`src/lpg_pkg.sv`:
```
// shared types for the line point generator
// no dependencies
`default_nettype none

package lpg_pkg;

  // control from the sequencer to the minor-axis accumulator
  typedef struct packed {
    logic load;  // start a new run: take span and minor magnitude
    logic step;  // advance one point along the major axis
  } acc_ctrl_t;

endpackage : lpg_pkg

`default_nettype wire

```
`src/lpg_minor_acc.sv`:
```
// minor-axis error accumulator, one compare-subtract per step
// depends on lpg_pkg
`default_nettype none

module lpg_minor_acc import lpg_pkg::*; #(
  parameter int SPAN_BITS = 6
) (
  input  wire logic                 clk,
  input  wire acc_ctrl_t            ctrl,
  input  wire logic [SPAN_BITS-1:0] span,
  input  wire logic [SPAN_BITS-1:0] minor_mag,
  output logic                      carry
);

  localparam int ACC_BITS = SPAN_BITS + 2;

  logic [SPAN_BITS-1:0] span_r;
  logic [SPAN_BITS-1:0] mag_r;
  logic [ACC_BITS-1:0]  rem;
  logic [ACC_BITS-1:0]  rem_next;
  logic [ACC_BITS-1:0]  sum;
  logic [ACC_BITS-1:0]  span2;

  // remainder of (2*i*m + s) over 2*s stays below 2*s
  assign span2 = {1'b0, span_r, 1'b0};
  assign sum   = rem + {1'b0, mag_r, 1'b0};
  assign carry = (sum >= span2);

  always_comb begin
    if (carry) begin
      rem_next = sum - span2;
    end else begin
      rem_next = sum;
    end
  end

  always_ff @(posedge clk) begin
    if (ctrl.load) begin
      span_r <= span;
      mag_r  <= minor_mag;
      rem    <= {2'b00, span};
    end else if (ctrl.step) begin
      rem <= rem_next;
    end
  end

endmodule : lpg_minor_acc

`default_nettype wire

```
`src/line_point_generator.sv`:
```
// line point generator top level: sequencer, point registers, output register
// depends on lpg_pkg and lpg_minor_acc
// a request passes through S_DIFF and S_PLAN to S_RUN, which registers each point into the output word
// a new request is taken only in S_IDLE, after the last point of the previous one has been emitted
// the minor-axis accumulator does one add and compare-subtract per step between points
// reset: synchronous active-high rst clears the sequencer and output valid
`default_nettype none

module line_point_generator import lpg_pkg::*; #(
  parameter int MAX_SPAN   = 63,
  parameter int COORD_BITS = 16
) (
  input  wire logic        clk,
  input  wire logic        rst,
  // request channel
  input  wire logic        in_valid,
  output logic             in_stall,
  input  wire logic [15:0] start_x,
  input  wire logic [15:0] start_y,
  input  wire logic [15:0] end_x,
  input  wire logic [15:0] end_y,
  // point channel
  output logic             out_valid,
  input  wire logic        out_stall,
  output logic [15:0]      point_x,
  output logic [15:0]      point_y,
  output logic             last_point,
  output logic             span_error
);

  localparam int CW        = COORD_BITS;
  localparam int DW        = COORD_BITS + 1;
  localparam int SPAN_BITS = $clog2(MAX_SPAN + 1);

  // sequencer states
  localparam logic [1:0] S_IDLE = 2'd0;  // waiting for a request
  localparam logic [1:0] S_DIFF = 2'd1;  // endpoint differences
  localparam logic [1:0] S_PLAN = 2'd2;  // axis choice, span check
  localparam logic [1:0] S_RUN  = 2'd3;  // one point per free output slot

  logic [1:0] state;
  logic [1:0] state_next;

  // coordinates read at COORD_BITS width
  logic [CW-1:0] sx_in, sy_in, ex_in, ey_in;

  generate
    if (CW <= 16) begin : g_narrow_in
      assign sx_in = start_x[CW-1:0];
      assign sy_in = start_y[CW-1:0];
      assign ex_in = end_x[CW-1:0];
      assign ey_in = end_y[CW-1:0];
    end else begin : g_wide_in
      // 16-bit fields seen at a wider width are never negative
      assign sx_in = {{(CW-16){1'b0}}, start_x};
      assign sy_in = {{(CW-16){1'b0}}, start_y};
      assign ex_in = {{(CW-16){1'b0}}, end_x};
      assign ey_in = {{(CW-16){1'b0}}, end_y};
    end
  endgenerate

  // request and current point
  logic [CW-1:0] px, py, ex, ey;
  logic [DW-1:0] dx, dy;

  // run setup
  logic                 x_major;
  logic                 maj_neg;
  logic                 min_neg;
  logic                 err;
  logic [SPAN_BITS-1:0] cnt;

  // plan stage values
  logic [DW-1:0]        adx, ady;
  logic                 plan_x_major;
  logic [DW-1:0]        plan_span;
  logic [DW-1:0]        plan_mag;
  logic                 plan_too_long;
  logic [SPAN_BITS-1:0] plan_span_n;
  logic [SPAN_BITS-1:0] plan_mag_n;

  assign adx = dx[DW-1] ? (~dx + DW'(1)) : dx;
  assign ady = dy[DW-1] ? (~dy + DW'(1)) : dy;
  // ties go to x
  assign plan_x_major  = (adx >= ady);
  assign plan_span     = plan_x_major ? adx : ady;
  assign plan_mag      = plan_x_major ? ady : adx;
  assign plan_too_long = (plan_span > DW'(MAX_SPAN));
  assign plan_span_n   = plan_span[SPAN_BITS-1:0];
  assign plan_mag_n    = plan_mag[SPAN_BITS-1:0];

  // output slot is free when empty or being taken this cycle
  logic out_free;
  logic emit;
  logic emit_last;
  assign out_free  = !out_valid || !out_stall;
  assign emit      = (state == S_RUN) && out_free;
  assign emit_last = (cnt == '0);

  assign in_stall = (state != S_IDLE);

  // minor-axis accumulator
  acc_ctrl_t acc_ctrl;
  logic      carry;

  assign acc_ctrl.load = (state == S_PLAN);
  assign acc_ctrl.step = emit && !emit_last;

  lpg_minor_acc #(
    .SPAN_BITS(SPAN_BITS)
  ) u_minor_acc (
    .clk      (clk),
    .ctrl     (acc_ctrl),
    .span     (plan_span_n),
    .minor_mag(plan_mag_n),
    .carry    (carry)
  );

  // next point: major moves one unit, minor moves one unit on carry
  logic [CW-1:0] maj_step;
  logic [CW-1:0] min_step;
  assign maj_step = maj_neg ? {CW{1'b1}} : CW'(1);
  assign min_step = !carry ? '0 : (min_neg ? {CW{1'b1}} : CW'(1));

  // sequencer
  always_comb begin
    state_next = state;
    case (state)
      S_IDLE: begin
        if (in_valid) begin
          state_next = S_DIFF;
        end
      end
      S_DIFF: begin
        state_next = S_PLAN;
      end
      S_PLAN: begin
        state_next = S_RUN;
      end
      S_RUN: begin
        if (emit && emit_last) begin
          state_next = S_IDLE;
        end
      end
      default: begin
        state_next = S_IDLE;
      end
    endcase
  end

  always_ff @(posedge clk) begin
    if (rst) begin
      state <= S_IDLE;
    end else begin
      state <= state_next;
    end
  end

  // datapath registers
  always_ff @(posedge clk) begin
    case (state)
      S_IDLE: begin
        if (in_valid) begin
          px <= sx_in;
          py <= sy_in;
          ex <= ex_in;
          ey <= ey_in;
        end
      end
      S_DIFF: begin
        dx <= {ex[CW-1], ex} - {px[CW-1], px};
        dy <= {ey[CW-1], ey} - {py[CW-1], py};
      end
      S_PLAN: begin
        x_major <= plan_x_major;
        maj_neg <= plan_x_major ? dx[DW-1] : dy[DW-1];
        min_neg <= plan_x_major ? dy[DW-1] : dx[DW-1];
        err     <= plan_too_long;
        // zero span and overlong span both give the start point alone
        if (plan_too_long) begin
          cnt <= '0;
        end else begin
          cnt <= plan_span_n;
        end
      end
      S_RUN: begin
        if (emit && !emit_last) begin
          cnt <= cnt - SPAN_BITS'(1);
          if (x_major) begin
            px <= px + maj_step;
            py <= py + min_step;
          end else begin
            px <= px + min_step;
            py <= py + maj_step;
          end
        end
      end
      default: begin
      end
    endcase
  end

  // output word register
  logic [15:0] px_out, py_out;

  generate
    if (CW < 16) begin : g_narrow_out
      // coordinates wrap at COORD_BITS and are given zero-extended
      assign px_out = {{(16-CW){1'b0}}, px};
      assign py_out = {{(16-CW){1'b0}}, py};
    end else begin : g_wide_out
      assign px_out = px[15:0];
      assign py_out = py[15:0];
    end
  endgenerate

  always_ff @(posedge clk) begin
    if (rst) begin
      out_valid <= 1'b0;
    end else if (emit) begin
      out_valid <= 1'b1;
    end else if (!out_stall) begin
      out_valid <= 1'b0;
    end
  end

  always_ff @(posedge clk) begin
    if (emit) begin
      point_x    <= px_out;
      point_y    <= py_out;
      last_point <= emit_last;
      span_error <= err;
    end
  end

endmodule : line_point_generator

`default_nettype wire

```
`config.mk`:
```
export PLATFORM = sky130hd
export DESIGN_NAME = line_point_generator
export DESIGN_NICKNAME = d
export VERILOG_FILES = /design/src/lpg_pkg.sv /design/src/lpg_minor_acc.sv /design/src/line_point_generator.sv
export SDC_FILE = /design/constraint.sdc
export NUM_CORES = 1
export LEC_CHECK = 0
export ABC_AREA = 1
export BUFFER_PORTS_ARGS = -buffer_cell sky130_fd_sc_hd__buf_4
export CAP_MARGIN = 20
export CORE_MARGIN = 2
export CORE_UTILIZATION = 35
export DETAILED_ROUTE_END_ITERATION = 16
export GPL_TIMING_DRIVEN = 0
export PLACE_DENSITY = 0.6
export SLEW_MARGIN = 10
export SYNTH_ARGS = -nofsm -noshare
export SYNTH_HDL_FRONTEND = slang
export SYNTH_SLANG_ARGS = --single-unit
```
`constraint.sdc`:
```
create_clock -name clk -period 13.1 [get_ports clk]
set_clock_uncertainty 0.15 [all_clocks]
set_input_delay 1.31 -clock clk [delete_from_list [all_inputs] [get_ports clk]]
set_output_delay 1.31 -clock clk [all_outputs]
set_load 0.01 [all_outputs]
```
==> reports/summary.log <==
[die] total number of placement rows 64
[sta] final slew viol count 0
[setup_path] slowest stage delay, CP 0.53 ns
[cts] CTS H-Tree Depth 4
[sta] transition time at the pin with the least slew margin 1.07 ns
[setup_path] critical path startpoint category flip-flop
[die] die outline area 32500 µm²
[setup_path] worst setup path startpoint u_minor_acc.rem[1]$_DFFE_PP_
[setup_path] critical-path maximum fanout 16
[synthesis] proportion of synthesized chip area in sequential cells 0.451
[setup_path] worst path bufs/invs 4
[sta] worst slew margin relative to its limit 0.288
[synthesis] Post-Synthesis Cell Area 10900 µm²
[global_route] overall fraction of global-route tracks in use 0.162
[die] height of the chip 180 µm
[cts] TritonCTS sink count 165
[setup_path] Setup crit end kind flip-flop
[setup_path] CP arrival 5.35 ns
[layout] core occupancy in the finished layout 0.418
[sta] period utilization 0.405
[placed_design] Detail Placement HPWL 20.7 mm
[cts] clock buffer count from CTS 17
[routing] Via-to-Cell Ratio 4.84
[sta] final hold violation count 0
[placed_design] final weighted congestion of routability-driven global placement 0.873
[synthesis] leading register cell type out of synthesis sky130_fd_sc_hd__edfxtp_1
[synthesis] EDFF count, synth 160
[sta] FMAX 189 MHz
[min_path] Hold Path Class flip-flop to flip-flop
[sta] final setup fails 0
[layout] most used cells in the layout excluding fill and tap cells sky130_fd_sc_hd__nand2_1 (276), sky130_fd_sc_hd__inv_1 (177), sky130_fd_sc_hd__edfxtp_1 (160), sky130_fd_sc_hd__buf_4 (103), sky130_fd_sc_hd__ha_1 (98)
[synthesis] net count after synthesis 1401
[synthesis] number of warnings issued by yosys 0
[cts] Hold-fix buffers, CTS 0
[placed_design] total placed instance area 12200 µm²
[die] placeable core region 30600 µm²
[cts] maximum clock path buffer count 2
[cts] count of buffers added by post-CTS timing repair for setup 0
[cts] number of gates resized after cts 0
[synthesis] Cells after Synth 1228
[sta] setup repair after global routing missed its margin no
[setup_path] slowest cell on the critical path sky130_fd_sc_hd__nand2_1
[layout] ANT cells 0
[synthesis] synthesized area per cell 8.85 µm²
[routing] antenna-violating nets left 0
[run_status] status finished, final reports clean
[cts] Worst-Skew Late Latency 0.43 ns
[setup_path] Crit Reg-Reg Startpoint u_minor_acc.rem[1]$_DFFE_PP_
[routing] violation count after the first detailed-route iteration 572
[placed_design] total of buffers placed on input and output ports 103
[die] initial core utilization 0.355
[synthesis] post-synth cell types 40
[layout] most common cell after layout, fill and taps aside sky130_fd_sc_hd__nand2_1
[layout] Synth-to-Final Area Change 17.6%
[cts] CTS tree built
[die] width of the die 180 µm
[run] number of max-capacitance violations reported 0
[sta] TNS Setup 0 ns
[routing] final routed DRC violation total 0
[synthesis] total of flip-flops plus latches after synthesis 165
[layout] Finished Cell Area 12800 µm²
[routing] total iterations of the first detailed-routing run 5
[routing] final wirelength 26.3 mm
[routing] vias post-DR 8524
[setup_path] cell repeated most along the worst path sky130_fd_sc_hd__nand2_1
[setup_path] WP data required 13.14 ns
[layout] fraction of layout cells with a size suffix above 1 0.133
[setup_path] category of the critical setup timing path flip-flop to flip-flop
[cts] clock slew at reported path FFs 0.07 ns
[layout] total area of sequential cells 4900 µm²
[global_route] largest net degree at the start of global routing 35
[layout] total area of multi-input combinational cells 5220 µm²
[global_route] number of antenna violations at the first check in global routing 0
[sta] clock period minus worst slack 5.30 ns
[setup_path] largest delay contributor family on the critical path simple AND/OR/NAND/NOR gates
[global_route] via count of the first global-routing pass 8377
[layout] Filler Cells Inserted 3048
[synthesis] Async S/R FF share, synth 0
[cts] cell at the root of the clock tree sky130_fd_sc_hd__clkbuf_16
[die] number of top-level pins 104
[layout] fin nets 1525
[routing] average wire per cell in the routed design 14.9 µm
[global_route] global-route wire length before repair 41.9 mm
[min_path] hold path startpoint err$_DFFE_PP_
[global_route] overall overflow remaining after global route 0
[per-layer routing]
metal  track usage  wire (µm)
met1         0.202      12000
met2         0.287      12900
met3        0.0279        877
met4        0.0494        484
met5             0          0
[Yosys cell counts (11+ instances only)]
cell type	n	area, µm²
sky130_fd_sc_hd__edfxtp_1	160	4800
sky130_fd_sc_hd__nand2_2	11	68.8
sky130_fd_sc_hd__o21ai_0	65	325
sky130_fd_sc_hd__ha_1	99	1240
sky130_fd_sc_hd__xor2_1	49	429
sky130_fd_sc_hd__nand2_1	276	1040
sky130_fd_sc_hd__nand3_1	85	425
sky130_fd_sc_hd__clkbuf_1	11	41.3
sky130_fd_sc_hd__a21oi_1	85	425
sky130_fd_sc_hd__nor3_1	13	65.1
sky130_fd_sc_hd__nor2_1	70	263
sky130_fd_sc_hd__xnor2_1	14	123
sky130_fd_sc_hd__inv_1	178	668
[registers in the layout, indices dropped and copies added (netlist names)]
name                count
px                     16
state                   2
span_error              1
last_point              1
u_minor_acc.span_r      6
u_minor_acc.mag_r       6
dx                     17
x_major                 1
maj_neg                 1
cnt                     6
out_valid               1
err                     1
ex                     16
dy                     17
ey                     16
u_minor_acc.rem         8
point_x                16
min_neg                 1
point_y                16
py                     16
[through the flow]
step	setup slack, ns	std cells	hold slack (ns)
floorplan	7.61	1228	0.250
global placement	4.65	1727	0.258
detailed placement	7.85	1729	0.255
CTS	7.82	1760	0.272
global route	7.38	1760	0.281
finish	7.80	1760	0.273
[cell families (layout without fill, tap and decap cells)]
family | count (synthesis) | in the layout | share of synthesized area
and+or+nand+nor | 492 | 492 | 0.198
AOI/OAI and AO/OA | 204 | 204 | 0.105
buffers and inverters | 199 | 335 | 0.0708
DFF | 165 | 165 | 0.451
adders and majority gates | 105 | 105 | 0.125
xor gates and xnor gates | 63 | 63 | 0.0507
[final timing paths]
check	end	slack, ns	depth (start not counted)
max	px[11]$_DFFE_PP_	7.80	26
min	span_error$_DFFE_PP_	0.27	0
max reg2reg	px[11]$_DFFE_PP_	7.80	26
min reg2reg	span_error$_DFFE_PP_	0.27	0
[cell type report]
cell class | count | share of cell area
Timing Repair Buffer | 105 | 0.0636
Tap cell | 396 | 0.0387
Sequential cell | 165 | 0.383
Inverter | 182 | 0.0538
Buffer | 17 | 0.00636
Clock inverter | 12 | 0.0121
Multi-Input combinational cell | 864 | 0.408
Clock buffer | 19 | 0.0338
Power is not shown: default switching activity piles up to over one toggle a cycle in this logic, so the estimate is an artifact.
